File: src/fat_pkg.sv
package fat_pkg;

  localparam int DEPTH = 64;
  localparam int IDX_W = $clog2(DEPTH);
  localparam int OCC_W = $clog2(DEPTH + 1);
  localparam int CFG_IDX_W = 2;

  localparam logic [CFG_IDX_W-1:0] REG_MASK  = 2'd0;
  localparam logic [CFG_IDX_W-1:0] REG_DELAY = 2'd1;

  localparam logic [2:0] K_UPD   = 3'd0;
  localparam logic [2:0] K_INS   = 3'd1;
  localparam logic [2:0] K_DROP  = 3'd2;
  localparam logic [2:0] K_EXP   = 3'd3;
  localparam logic [2:0] K_EMPTY = 3'd4;

  localparam logic [1:0] F_PKT  = 2'd0;
  localparam logic [1:0] F_TICK = 2'd1;
  localparam logic [1:0] F_AGED = 2'd2;
  localparam logic [1:0] F_ALL  = 2'd3;

  typedef enum logic [1:0] {
    OP_PKT,
    OP_TICK,
    OP_AGED,
    OP_ALL
  } op_e;

  typedef struct packed {
    logic [1:0]  func;
    logic [31:0] src;
    logic [31:0] dst;
    logic [7:0]  proto;
    logic [15:0] src_port;
    logic [15:0] dst_port;
    logic [15:0] pkt_len;
    logic [3:0]  iface_id;
  } in_t;

  typedef struct packed {
    logic [2:0]  kind;
    logic [31:0] out_src;
    logic [31:0] out_dst;
    logic [7:0]  out_proto;
    logic [15:0] out_src_port;
    logic [15:0] out_dst_port;
    logic [3:0]  out_iface;
    logic [47:0] byte_total;
    logic [31:0] packet_total;
    logic [31:0] last_seen;
    logic        last;
    logic [31:0] dropped_total;
  } out_t;

  typedef struct packed {
    logic [31:0] src;
    logic [31:0] dst;
    logic [15:0] sport;
    logic [15:0] dport;
    logic [7:0]  proto;
    logic [3:0]  iface;
  } key_t;

  typedef struct packed {
    key_t        key;
    logic [47:0] bytes;
    logic [31:0] count;
    logic [31:0] seen;
  } ent_t;

  typedef struct packed {
    op_e         op;
    key_t        key;
    logic [15:0] len;
  } cmd_t;

  typedef struct packed {
    logic valid;
    cmd_t cmd;
  } q_head_t;

  typedef struct packed {
    logic [4:0]  mask;
    logic [31:0] delay;
  } cfg_t;

endpackage

File: src/fat_fifo.sv
module fat_fifo (
  input  logic             clk_i,
  input  logic             rst_ni,
  input  logic             push_i,
  input  fat_pkg::cmd_t    push_cmd_i,
  output logic             full_o,
  input  logic             pop_i,
  output fat_pkg::q_head_t head_o
);

  fat_pkg::cmd_t slot_q [2];
  logic          wptr_q, rptr_q;
  logic [1:0]    cnt_q, cnt_d;
  logic          do_push, do_pop;

  assign full_o       = (cnt_q == 2'd2);
  assign do_push      = push_i && !full_o;
  assign do_pop       = pop_i && (cnt_q != 2'd0);
  assign head_o.valid = (cnt_q != 2'd0);
  assign head_o.cmd   = slot_q[rptr_q];

  always_comb begin
    cnt_d = cnt_q;
    if (do_push && !do_pop) begin
      cnt_d = cnt_q + 2'd1;
    end else if (do_pop && !do_push) begin
      cnt_d = cnt_q - 2'd1;
    end
  end

  always_ff @(posedge clk_i or negedge rst_ni) begin
    if (!rst_ni) begin
      wptr_q <= 1'b0;
      rptr_q <= 1'b0;
      cnt_q  <= 2'd0;
    end else begin
      cnt_q <= cnt_d;
      if (do_push) begin
        wptr_q <= !wptr_q;
      end
      if (do_pop) begin
        rptr_q <= !rptr_q;
      end
    end
  end

  always_ff @(posedge clk_i) begin
    if (do_push) begin
      slot_q[wptr_q] <= push_cmd_i;
    end
  end

endmodule

File: config.mk
export PLATFORM = sky130hd
export DESIGN_NAME = fat_fifo
export DESIGN_NICKNAME = d
export VERILOG_FILES = /design/src/fat_pkg.sv /design/src/fat_fifo.sv
export SDC_FILE = /design/constraint.sdc
export NUM_CORES = 1
export LEC_CHECK = 0
export BUFFER_PORTS_ARGS = -buffer_cell sky130_fd_sc_hd__buf_2
export CAP_MARGIN = 20
export CORE_UTILIZATION = 50
export CTS_BUF_LIST = sky130_fd_sc_hd__clkbuf_16
export CTS_CLUSTER_DIAMETER = 30
export DETAILED_ROUTE_END_ITERATION = 6
export PLACE_DENSITY = 0.8
export RECOVER_POWER = 25
export SKIP_CTS_REPAIR_TIMING = 1
export SYNTH_ARGS = -nofsm -noshare
export SYNTH_HDL_FRONTEND = slang
export SYNTH_SLANG_ARGS = --single-unit
File: constraint.sdc
create_clock -name clk_i -period 19.8 [get_ports clk_i]
set_clock_uncertainty 0.15 [all_clocks]
set_input_delay 0.99 -clock clk_i [delete_from_list [all_inputs] [get_ports clk_i]]
set_output_delay 0.99 -clock clk_i [all_outputs]
set_load 0.02 [all_outputs]
# == Word-level counts from Yosys, hierarchy flattened ==
# Memories as Yosys holds them, arrays and structs flattened.
# Index checks and enable logic that the tools add are counted.
# classes
n_lt_le_gt_ge,0
mux,4
n_bitwise,0
n_addsub,2
n_mul,0
eq_ne,1
reduce_logical,11
n_shift,0
div,0
# ops
cell,n
1-bit logical NOT,5
1-bit logical AND,4
2-bit 2-to-1 mux,2
2-bit nonzero test,2
"2-bit by 1-bit adder with 2-bit output, second input constant",1
"2-bit == test, second input constant",1
1-bit 2-to-1 mux,2
"2-bit by 1-bit subtractor with 2-bit output, second input constant",1
# totals
n_memories,1
mem_bits_rw,252
inputBits,130
romBits,0
reg_bits,4
latch_bits,0
word_cells,22
# mem_list
memory,words,width,read_ports,rd_clocked_by_memory_dff,write_ports,line_no,text
slot_q,2,126,1,0,1,fat_fifo.sv:11,fat_pkg::cmd_t slot_q [2];

# == Longest topological paths before layout ==
# depth
depth_word,7
depth_mapped,7
mapped_depth_nobuf,7

# == Worst setup path before layout ==
# Ideal clock, no wire load.
# synth_timing
path_type,input port to flip-flop
start,input push_i
end,memory slot_q[0][0] (netlist name) (enable)
setup_time_ns,0.612
required_ns,19.038
path_stages,2
arrival_ns,6.315
slack_ns,12.723
path_cell_list,nand2_1 nor2_1
# synth_between
elab_chain_cells,3
# synth_rtl
item,line_no,text
"start, declared",fat_fifo.sv:4,"input logic push_i,"
1-bit logical AND,fat_fifo.sv:17,assign do_push = push_i && !full_o;
1-bit 2-to-1 mux,fat_fifo.sv:48,if (do_push) begin
1-bit 2-to-1 mux (not written as such),fat_fifo.sv:49,slot_q[wptr_q] <= push_cmd_i;
"end, declared",fat_fifo.sv:11,
# Every way passes these cells.

==> impl_metrics.ini <==
[timing]
maxSlewViolCount = 0
rsz0062_at_grt = no
tightest_slew_ns = 0.982
hold_viol = 0
slew_headroom = 0.345
setup_viol = 0
fin_crit_sh = 0.209
setup_tns_ns = 0
min_period_ns = 4.14
fmax_mhz = 241

[routing]
drc_errors = 16
routed_wl_um = 18100
antenna_left = 0
drt_iter0_drc = 273
vias = 4918
vias_per_cell = 5.11
wl_per_cell_um = 18.8
dr.pass1.iters = 7

[logic_synthesis]
yosys_warnings = 0
syn_inst = 411
synth_nets = 542
synth_seq_cells = 256
ys_seq_area_frac = 0.816
syn_avg_cell_area_um2 = 22.9
post_synth_num_cell_types = 15
syn-cell-area_mm2 = 0.00940

[critical_path]
reg2reg_depth = 3
rrSetupSlack_ns = 17.02
rr_endpoint = slot_q[1][106]$_DFFE_PP_
crit_type = flip-flop to output pin
cp_max_fo = 70
endpoint_kind = output pin
crit_arrival_ns = 3.00
r2r-start = cnt_q[0]$_DFFE_PN0P_
critPathRequiredTime_ns = 18.66
critPathLaunchType = flip-flop
critPathLaunch = rptr_q$_DFFE_PN0P_

[flow_run]
maxCapViolCount = 0

[final_layout]
layout-area-overhead-vs-synth_pct = 31.1
fin_cells = 963
fillers = 1190
antennaDiodeCount = 0
finalNetCount = 833
drive_above_1_share = 0.572

[clock_tree]
cts_buffers = 42
clock-sinks = 256
cts_tree = done
clock_path_buffers = 3
cts_htree_levels = 2
cts.clk_slew.worst_paths_ns = 0.05
cts_root_buf = clkbuf_16
insertion_delay_ns = 0.49

[floorplanning]
rows = 49
die_x_um = 139
die_area_mm2 = 0.0193
initial_core_util = 0.516
die_h_um = 139
core_mm2 = 0.0182
io_pins = 258

[grt]
grt_usage = 0.186
grt_pass1_wl_um = 27600
antenna_found_initial = 0
grt_pass1_vias = 5210
grt_max_degree = 71
grt_overflow = 0

[min_path]
hold_path_class = input port to async pin

[place]
place_hpwl_um = 11400
numPlacedInstances = 887
gp_congestion = 0.753
port_buffers = 257

[run_status]
status = finished with violations
violations = DRC

[power_and_ir_drop]
ir_drop_mv = 0.128
power_density_mw_per_mm2 = 171
p_leak_uw = 0.00470
area by class of cell:
cell class / count / area, µm² / area share
Multi-Input combinational cell: 139 / 1630 / 0.133
Clock inverter: 33 / 374 / 0.0304
Tap cell: 229 / 287 / 0.0233
Clock buffer: 43 / 1080 / 0.0874
Timing Repair Buffer: 261 / 1270 / 0.103
Sequential cell: 256 / 7670 / 0.623
Inverter: 2 / 7.51 / 0.000610
how the worst max path moves through the flow:
| stage | endpoint | slack (ns) |
|---|---|---|
| 3_3_place_gp | head_o[55] | 16.16 |
| 4_1_cts | head_o[55] | 15.57 |
| 2_1_floorplan | slot_q[0][0]$_DFFE_PP_ | 12.72 |
| 6_report | head_o[11] | 15.66 |
| 5_1_grt | head_o[11] | 15.45 |
| 3_5_place_dp | head_o[55] | 16.13 |
routing by layer:
layer,routed length [µm],track usage
met2,9370,0.325
met5,0,0
met1,6910,0.216
met4,442,0.0713
met3,1370,0.0577
where the power goes:
part / total, µW / switching, µW / leakage (µW) / internal (µW)
Clock: 726 / 239 / 0.000713 / 488
Sequential: 801 / 56.5 / 0.00239 / 744
Combinational: 581 / 344 / 0.00160 / 237
Total: 2110 / 639 / 0.00470 / 1470
logic make-up (layout without fill, tap and decap cells):
logic type / after synthesis / in the layout / share of synthesized area
xor gates and xnor gates: 5 / 5 / 0.00466
adders and majority gates: 1 / 1 / 0.00133
buffers and inverters: 16 / 339 / 0.0116
DFF: 256 / 256 / 0.816
muxes: 126 / 126 / 0.163
and+or+nand+nor: 7 / 7 / 0.00360
Yosys cell counts:
master,number,area share
mux2_2,96,0.12
and3_1,1,0.00067
mux2_4,30,0.048
dfrtp_1,4,0.011
or2_2,1,0.00067
ha_1,1,0.0013
edfxtp_1,252,0.81
xor2_1,2,0.0019
xnor2_1,3,0.0028
nand2_1,2,0.00080
nor2_1,2,0.00080
buf_6,5,0.0060
buf_2,9,0.0048
inv_1,2,0.00080
nand2b_1,1,0.00067
cell usage in the layout (no fill, tap or decap), drive strengths merged:
| master | count |
|---|---|
| nand2 | 2 |
| clkinvlp | 6 |
| bufinv | 7 |
| buf | 224 |
| xnor2 | 3 |
| nor2 | 2 |
| and3 | 1 |
| edfxtp | 252 |
| clkbuf | 80 |
| ha | 1 |
| inv | 11 |
| nand2b | 1 |
| or2 | 1 |
| clkinv | 11 |
| mux2 | 126 |
| xor2 | 2 |
| dfrtp | 4 |
through the flow:
| stage | power (µW) | cell area, µm² | utilization | setup WS (ns) | hold slack [ns] |
|---|---|---|---|---|---|
| after CTS | 2140 | 12400 | 0.679 | 15.57 | 0.117 |
| after floorplan | 1230 | 9400 | - | 12.72 | 0.306 |
| after global routing | 2190 | 12300 | 0.676 | 15.45 | 0.168 |
| after global placement | 1380 | 10900 | 0.599 | 16.16 | 0.322 |
| final | 2110 | 12300 | 0.676 | 15.66 | 0.176 |
| after detailed placement | 1400 | 10900 | 0.599 | 16.13 | 0.364 |
critical path: stages, from the launching register on:
cell and delay, ns:
dfrtp_4 0.97, buf_4 0.86, mux2_2 0.43, buf_2 0.16
sequential cells by signal, summed over array words and instances, names as in the netlist:
name and cells:
slot_q 252, rptr_q 1, wptr_q 1, cnt_q 2
Note: power is estimated with default switching activity, not from simulation.
