**src/fat_pkg.sv**
```systemverilog
package fat_pkg;

  localparam int DEPTH = 64;
  localparam int IDX_W = $clog2(DEPTH);
  localparam int OCC_W = $clog2(DEPTH + 1);
  localparam int CFG_IDX_W = 2;

  localparam logic [CFG_IDX_W-1:0] REG_MASK  = 2'd0;
  localparam logic [CFG_IDX_W-1:0] REG_DELAY = 2'd1;

  localparam logic [2:0] K_UPD   = 3'd0;
  localparam logic [2:0] K_INS   = 3'd1;
  localparam logic [2:0] K_DROP  = 3'd2;
  localparam logic [2:0] K_EXP   = 3'd3;
  localparam logic [2:0] K_EMPTY = 3'd4;

  localparam logic [1:0] F_PKT  = 2'd0;
  localparam logic [1:0] F_TICK = 2'd1;
  localparam logic [1:0] F_AGED = 2'd2;
  localparam logic [1:0] F_ALL  = 2'd3;

  typedef enum logic [1:0] {
    OP_PKT,
    OP_TICK,
    OP_AGED,
    OP_ALL
  } op_e;

  typedef struct packed {
    logic [1:0]  func;
    logic [31:0] src;
    logic [31:0] dst;
    logic [7:0]  proto;
    logic [15:0] src_port;
    logic [15:0] dst_port;
    logic [15:0] pkt_len;
    logic [3:0]  iface_id;
  } in_t;

  typedef struct packed {
    logic [2:0]  kind;
    logic [31:0] out_src;
    logic [31:0] out_dst;
    logic [7:0]  out_proto;
    logic [15:0] out_src_port;
    logic [15:0] out_dst_port;
    logic [3:0]  out_iface;
    logic [47:0] byte_total;
    logic [31:0] packet_total;
    logic [31:0] last_seen;
    logic        last;
    logic [31:0] dropped_total;
  } out_t;

  typedef struct packed {
    logic [31:0] src;
    logic [31:0] dst;
    logic [15:0] sport;
    logic [15:0] dport;
    logic [7:0]  proto;
    logic [3:0]  iface;
  } key_t;

  typedef struct packed {
    key_t        key;
    logic [47:0] bytes;
    logic [31:0] count;
    logic [31:0] seen;
  } ent_t;

  typedef struct packed {
    op_e         op;
    key_t        key;
    logic [15:0] len;
  } cmd_t;

  typedef struct packed {
    logic valid;
    cmd_t cmd;
  } q_head_t;

  typedef struct packed {
    logic [4:0]  mask;
    logic [31:0] delay;
  } cfg_t;

endpackage

```
**src/fat_fe.sv**
```systemverilog
module fat_fe (
  input  logic          clk_i,
  input  logic          rst_ni,
  input  logic          in_valid_i,
  output logic          in_stall_o,
  input  fat_pkg::in_t  in_data_i,
  output logic          push_o,
  output fat_pkg::cmd_t push_cmd_o,
  input  logic          q_full_i
);

  logic          stage_v_q, stage_v_d;
  fat_pkg::cmd_t stage_q, cmd_dec;
  logic          accept;

  always_comb begin
    case (in_data_i.func)
      fat_pkg::F_PKT:  cmd_dec.op = fat_pkg::OP_PKT;
      fat_pkg::F_TICK: cmd_dec.op = fat_pkg::OP_TICK;
      fat_pkg::F_AGED: cmd_dec.op = fat_pkg::OP_AGED;
      default:         cmd_dec.op = fat_pkg::OP_ALL;
    endcase
    cmd_dec.key.src   = in_data_i.src;
    cmd_dec.key.dst   = in_data_i.dst;
    cmd_dec.key.sport = in_data_i.src_port;
    cmd_dec.key.dport = in_data_i.dst_port;
    cmd_dec.key.proto = in_data_i.proto;
    cmd_dec.key.iface = in_data_i.iface_id;
    cmd_dec.len       = in_data_i.pkt_len;
  end

  assign in_stall_o = stage_v_q && q_full_i;
  assign accept     = in_valid_i && !in_stall_o;
  assign push_o     = stage_v_q;
  assign push_cmd_o = stage_q;
  assign stage_v_d  = accept || (stage_v_q && q_full_i);

  always_ff @(posedge clk_i or negedge rst_ni) begin
    if (!rst_ni) begin
      stage_v_q <= 1'b0;
    end else begin
      stage_v_q <= stage_v_d;
    end
  end

  always_ff @(posedge clk_i) begin
    if (accept) begin
      stage_q <= cmd_dec;
    end
  end

endmodule

```
**config.mk**
```make
export PLATFORM = sky130hd
export DESIGN_NAME = fat_fe
export DESIGN_NICKNAME = d
export VERILOG_FILES = /design/src/fat_pkg.sv /design/src/fat_fe.sv
export SDC_FILE = /design/constraint.sdc
export NUM_CORES = 1
export LEC_CHECK = 0
export BUFFER_PORTS_ARGS = -buffer_cell sky130_fd_sc_hd__buf_2
export CAP_MARGIN = 20
export CELL_PAD_IN_SITES_DETAIL_PLACEMENT = 0
export CELL_PAD_IN_SITES_GLOBAL_PLACEMENT = 2
export CORE_ASPECT_RATIO = 1.5
export CORE_MARGIN = 2
export CORE_UTILIZATION = 28
export CTS_BUF_LIST = sky130_fd_sc_hd__clkbuf_4 sky130_fd_sc_hd__clkbuf_8
export DETAILED_ROUTE_END_ITERATION = 7
export PLACE_DENSITY = 0.86
export SLEW_MARGIN = 5
export SYNTH_ARGS = -nofsm -noshare
export SYNTH_HDL_FRONTEND = slang
export SYNTH_SLANG_ARGS = --single-unit
```
**constraint.sdc**
```tcl
create_clock -name clk_i -period 4.7 [get_ports clk_i]
set_input_delay 0.47 -clock clk_i [delete_from_list [all_inputs] [get_ports clk_i]]
set_output_delay 0.47 -clock clk_i [all_outputs]
set_load 0.1 [all_outputs]
```
# [Word level (Yosys, flattened, before mapping)]
# Cells that the tools add are included.
[classes] n_eq_ne=2 reduce_logical=5 mux=1
[ops] op="case mux 2 bit (3 select lines)" count=1
[ops] op="equality test 2 x 1 -> 1 bit, second input constant" count=1
[ops] op="equality test 2 bit, second input constant" count=1
[ops] op="logical AND 1 bit" count=2
[ops] op="zero test 2 bit" count=1
[ops] op="zero test 1 bit" count=1
[ops] op="logical OR 1 bit" count=1
[totals] output_inout_bits=128 wordCells=17 in_bits=130 reg_bits=127

# [Longest topological paths before layout]
# Gate-level depths: netlist of the first run.
[depth] ltp_word=4 depth_mapped=1 mapped_depth_nobuf=1

# [Worst setup path after synthesis of the first run]
# OpenSTA, ideal clock, no wires.
[synth_timing] kind="flip-flop to flip-flop" from="reg stage_v_q, in the netlist push_o" to="reg stage_q, in the netlist push_cmd_o[0], enable pin" t_required_ns=4.172 path_stages_with_launch=2 setup_ns=0.528 slack_ns=-0.073 t_arrival_ns=4.245 synth_period_minus_slack_ns=4.773 path_buffers=0 path_cell_list="dfrtp_1 -> a21boi_2"
[synth_via] elab_chain_len=3
[synth_lines] element="start: declaration" line="fat_fe.sv:12" rtl="logic stage_v_q, stage_v_d;"
[synth_lines] element="start signal: assignment" line="fat_fe.sv:42" rtl="stage_v_q <= stage_v_d;"
[synth_lines] element="logical AND 1 bit" line="fat_fe.sv:32" rtl="assign in_stall_o = stage_v_q && q_full_i;"
[synth_lines] element="zero test 1 bit" line="fat_fe.sv:33" rtl="assign accept = in_valid_i && !in_stall_o;"
[synth_lines] element="logical AND 1 bit" line="fat_fe.sv:33"
[synth_lines] element="named net accept" line="fat_fe.sv:14" rtl="logic accept;"
[synth_lines] element="end signal: assignment" line="fat_fe.sv:48" rtl="stage_q <= cmd_dec;"
[synth_lines] element="end: declaration" line="fat_fe.sv:13" rtl="fat_pkg::cmd_t stage_q, cmd_dec;"
# The timed path passes the listed nets, and every way through them passes these cells.
# A chain may end at the register's enable or synchronous reset.

# [Final worst setup path of the first run]
[layout_timing] from="reg stage_v_q, in the netlist push_o" to="out in_stall_o"
[layout_via] elab_chain_len=1
[layout_lines] element="logical AND 1 bit" line="fat_fe.sv:32"
[layout_lines] element="end: declaration" line="fat_fe.sv:5" rtl="output logic in_stall_o,"
# Every way passes these cells.

==> out/qor.csv, run 1 <==
stage,metric,value,unit
min_path,hold_path_class,input pin to flop,
sta,finalMaxSlewViolations,0,
critical_path,start_kind,flop,
critical_path,crit_slowest_cell,dfrtp_1,
grt,grt_max_degree,120,
critical_path,max_stage_delay,0.44,ns
cts,clock-sinks,127,
detailed_routing,postRouteAntennaNets,0,
placed_design,placed_cell_area,5350,um2
detailed_routing,drt_pass1_iterations,4,
critical_path,end_kind,output port,
synthesis,ys_seq_area_share,99.2,%
final_layout,nets,538,
critical_path,cp.arrival,1.42,ns
sta,finalSetupViolCount,0,
cts,clk_pin_slew,0.08,ns
floorplan,die_height,147,um
synthesis,synth_nets,262,
grt,overflow,0,
final_layout,insertedDiodeCount,0,
detailed_routing,vias_per_cell,4.13,
grt,antenna_found_initial,0,
sta,period_share,40.2,%
cts,clockBufferDepth,2,
floorplan,die_area,14700,um2
power_and_ir_drop,p_leak,2.46,nW
final_layout,fin_cells,583,
sta,slew_headroom,52.1,%
detailed_routing,wl_per_cell,16.3,um
grt,grt_usage,12.9,%
sta,worst_pin_slew,0.719,ns
synthesis,syn_area,3840,um2
cts,htreeDepth,4,
floorplan,boundaryPins,258,
sta,finalHoldViolCount,0,
final_layout,layout_common_cells,"buf_2, edfxtp_1, clkbuf_8, bufinv_16, clkinvlp_4",
cts,clk_latency,0.41,ns
placed_design,dp.cells,550,
floorplan,rows,52,
cts,cts_resized,0,
power_and_ir_drop,p_per_area,503,nW/um2
final_layout,synthToLayoutAreaGrowth,50.8,%
detailed_routing,drcViolationCount,0,
grt,grt_pass1_vias,2619,
run_status,status,"finished, final reports clean",
sta,grt_setup_unrepaired,no,
sta,finClkSkew,0.00684,ns
critical_path,cp_max_fo,4,
cts,cts_tree,built,
cts,postCtsHoldBufs,1,
synthesis,synth-simple-area-share,0.163,%
final_layout,final_util,43.0,%
sta,layout_min_cycle_time,1.89,ns
placed_design,portBuffers,257,
final_layout,drive_above_1_share,68.6,%
placed_design,globalplace.congestion,0.740,
detailed_routing,first_iter_violations,72,
detailed_routing,wl,9.50,mm
final_layout,fin_area,5790,um2
synthesis,synthCells,132,
cts,cts_root_buffer,clkbuf_8,
placed_design,dpl.hpwl,7.20,mm
cts,numCtsBuffers,17,
synthesis,synth.area.mux_share,0,%
power_and_ir_drop,finalPower,2.92,mW
synthesis,synth_warnings,0,
floorplan,die_x,99.6,um
critical_path,critical_path_class,flop to output port,
grt,grt_pass1_wl,13.8,mm
synthesis,synthAdderAreaFrac,0,%
synthesis,syn_area_per_cell,29.1,um2
synthesis,synth_cell_types,6,
synthesis,synth_top_family_by_area,compound AO/OA/AOI/OAI gates,
cts,cts_setup_buffers,0,
detailed_routing,routed-via-count,2407,
run,maxCapViolCount,0,
sta,fmax,0.530,GHz
critical_path,critical_path.cell_chain,"and2_1, buf_2",
power_and_ir_drop,ir_drop,190,uV
critical_path,critPathRequiredTime,4.23,ns
synthesis,synth_compound_area_share,0.489,%
sta,setup_tns,0,ns
synthesis,synthXorXnorAreaFrac,0,%
floorplan,coreArea,13500,um2
final_layout,layout_commonest_cell,buf_2,
synthesis,synth-seq-cells,127,
floorplan,initial_core_util,28.5,%
-- registers in the layout (all words and copies together) (netlist names) --
name	flops
push_o	1
push_cmd_o	126
-- through the flow --
stage / worst slack [ns] / hold WS, ns
after floorplan: 1.24 / 0.174
after global placement: 2.89 / 0.253
after detailed placement: 2.84 / 0.255
after CTS: 2.77 / 0.175
after global routing: 2.74 / 0.172
final: 2.81 / 0.222
-- cell families after synthesis --
group / count (synthesis)
compound gates: 2
simple gates: 1
buf+inv: 2
flops: 127
-- power by group --
group / internal (mW) / switching [mW] / total [mW]
clock: 0.584 / 0.419 / 1.00
sequential: 1.32 / 0.0150 / 1.34
combinational: 0.0787 / 0.498 / 0.577
-- routing by layer --
metal / up-vias / GRT usage, % / wire length [um]
met1: 1147 / 13.8 / 3490
met2: 149 / 21.3 / 4960
met4: 0 / 7.67 / 351
met3: 25 / 5.01 / 696
met5: - / 0 / 0
li1: 1086 / - / -
-- worst paths after layout --
kind	from	to	slack, ns	depth (start not counted)
max in group asynchronous	rst_ni	push_o	4.23	2
setup / recovery	push_o	in_stall_o	2.81	2
min in group asynchronous	rst_ni	push_o	0.38	2
hold / removal	in_data_i[80]	push_cmd_o[80]	0.22	1
setup reg to reg	push_o	push_cmd_o[118]	2.93	2
hold reg to reg	push_o	push_o	0.61	1
-- layout make-up --
type / instances / area [um2]
timing repair buffer: 259 / 1320
sequential: 127 / 3810
clock buffer: 18 / 241
multi-input combinational: 3 / 32.5
tap: 162 / 203
clock inverter: 14 / 190
fill: 1244 / 7680
-- cell usage after synthesis --
master	instances	area, um2
a21boi_2	1	11.3
a21o_1	1	7.51
and2_1	1	6.26
clkbuf_1	2	7.51
dfrtp_1	1	25.0
edfxtp_1	126	3780
-- critical path: cells and delay by family (launching register included) --
family	cells	cell delay, ns
DFF	1	0.44
buffers and inverters	1	0.42
and+or+nand+nor	1	0.15
Power figures use the tool's default switching activity.
==> run 2, diff against run 1 <==
Clock period 4.7 ns to 1.8 ns, I/O delays scaled along.
==> out/qor.csv, run 2 <==
stage,metric,value,unit,change
cts,htreeDepth,4,,unchanged
synthesis,synth.largest_area_cell,edfxtp_1,,unchanged
cts,postCtsHoldBufs,117,,was 1
synthesis,async_flop_share,0.787,%,unchanged
placed_design,globalplace.congestion,0.784,,was 0.740
floorplan,boundaryPins,258,,unchanged
placed_design,dpl_worst_slack,0.339,ns,was 2.84 ns
cts,clockBufferDepth,2,,unchanged
synthesis,synth_cell_types,6,,unchanged
run_status,error_line,[ERROR RSZ-0060] Max buffer count reached.,,
cts,clock-sinks,127,,unchanged
synthesis,synth_warnings,0,,unchanged
synthesis,netlist.area_leader.share,98.5,%,unchanged
synthesis,syn_area,3840,um2,unchanged
floorplan,initial_core_util,28.5,%,unchanged
synthesis,syn_area_per_cell,29.1,um2,unchanged
synthesis,synth_edf_count,126,,unchanged
placed_design,dpl.hpwl,7.42,mm,was 7.20 mm
floorplan,rows,52,,unchanged
run_status,haltStage,4_1_cts,,
cts,cts_resized,0,,unchanged
floorplan,die_x,99.6,um,unchanged
synthesis,ys_seq_area_share,99.2,%,unchanged
placed_design,portBuffers,257,,unchanged
synthesis,synth_most_common_cell,edfxtp_1,,unchanged
floorplan,die_height,147,um,unchanged
synthesis,synth_nets,262,,unchanged
synthesis,synthCells,132,,unchanged
synthesis,synthTopCellsByCount,"edfxtp_1, clkbuf_1",,unchanged
run_status,status,did not finish,,"was finished, final reports clean"
cts,numCtsBuffers,17,,unchanged
cts,cts_setup_buffers,0,,unchanged
synthesis,ys_top_cells_by_area,"edfxtp_1, dfrtp_1, a21boi_2",,unchanged
synthesis,synth-seq-cells,127,,unchanged
cts,cts_root_buffer,clkbuf_8,,unchanged
synthesis,synth_ff_type,edfxtp_1,,unchanged
run 2: through the flow:
step / cell area [um2] / instances / hold slack (ns)
global placement: 5370 / 551 / -0.0441
floorplan: 3850 / 132 / -0.116
detailed placement: 5370 / 551 / -0.0423
run 2: cells by family after synthesis:
| kind of cell | share of synthesized area (%) |
|---|---|
| AO/OA/AOI/OAI | 0.489 |
| buffers and inverters | 0.196 |
| flip-flops | 99.2 |
| AND/OR/NAND/NOR | 0.163 |
==> run 3, diff against run 2 <==
Settings changed: CELL_PAD_IN_SITES_DETAIL_PLACEMENT 0 to default, CELL_PAD_IN_SITES_GLOBAL_PLACEMENT 2 to default, CORE_ASPECT_RATIO 1.5 to default, CORE_UTILIZATION 28 to 30, CTS_BUF_LIST sky130_fd_sc_hd__clkbuf_4 sky130_fd_sc_hd__clkbuf_8 to default, PLACE_DENSITY 0.86 to default, PLACE_DENSITY_LB_ADDON from default to 0.15.
==> out/qor.csv, run 3 <==
stage,metric,value,unit,change
synthesis,ys_top_cells_by_area,"edfxtp_1, dfrtp_1, a21boi_2",,unchanged
cts,cts_resized,0,,unchanged
run_status,status,did not finish,,unchanged
synthesis,ys_seq_area_share,99.2,%,unchanged
placed_design,placed_cell_area,5390,um2,was 5370 um2
synthesis,synthCells,132,,unchanged
floorplan,boundaryPins,258,,unchanged
synthesis,synth.largest_area_cell,edfxtp_1,,unchanged
placed_design,globalplace.congestion,0.696,,was 0.784
synthesis,synth_ff_type,edfxtp_1,,unchanged
synthesis,netlist.area_leader.share,98.5,%,unchanged
run_status,haltStage,4_1_cts,,unchanged
floorplan,die_x,117,um,was 99.6 um
cts,numCtsBuffers,17,,unchanged
placed_design,dp.cells,561,,was 551
cts,htreeDepth,4,,unchanged
synthesis,synth_most_common_cell,edfxtp_1,,unchanged
floorplan,rows,41,,was 52
synthesis,synth_edf_count,126,,unchanged
cts,clock-sinks,127,,unchanged
synthesis,synthTopCellsByCount,"edfxtp_1, clkbuf_1",,unchanged
synthesis,synth_nets,262,,unchanged
cts,postCtsHoldBufs,119,,was 117
placed_design,dpl_worst_slack,0.404,ns,was 0.339 ns
synthesis,synth_cell_types,6,,unchanged
cts,cts_root_buffer,clkbuf_16,,was clkbuf_8
cts,cts_setup_buffers,0,,unchanged
floorplan,initial_core_util,30.6,%,was 28.5%
synthesis,synth-seq-cells,127,,unchanged
synthesis,syn_area_per_cell,29.1,um2,unchanged
synthesis,async_flop_share,0.787,%,unchanged
floorplan,die_height,117,um,was 147 um
synthesis,syn_area,3840,um2,unchanged
synthesis,synth_warnings,0,,unchanged
placed_design,portBuffers,257,,unchanged
cts,clockBufferDepth,2,,unchanged
run_status,error_line,[ERROR RSZ-0060] Max buffer count reached.,,unchanged
-- run 3: kinds of logic after synthesis --
group | count (synthesis) | synth area share, %
flip-flops | 127 | 99.2
AND/OR/NAND/NOR | 1 | 0.163
buffers and inverters | 2 | 0.196
AO/OA/AOI/OAI | 2 | 0.489
-- run 3: stage by stage --
step	utilization [%]	hold WS, ns
floorplan	-	-0.116
global placement	42.9	-0.0432
detailed placement	42.9	-0.0392
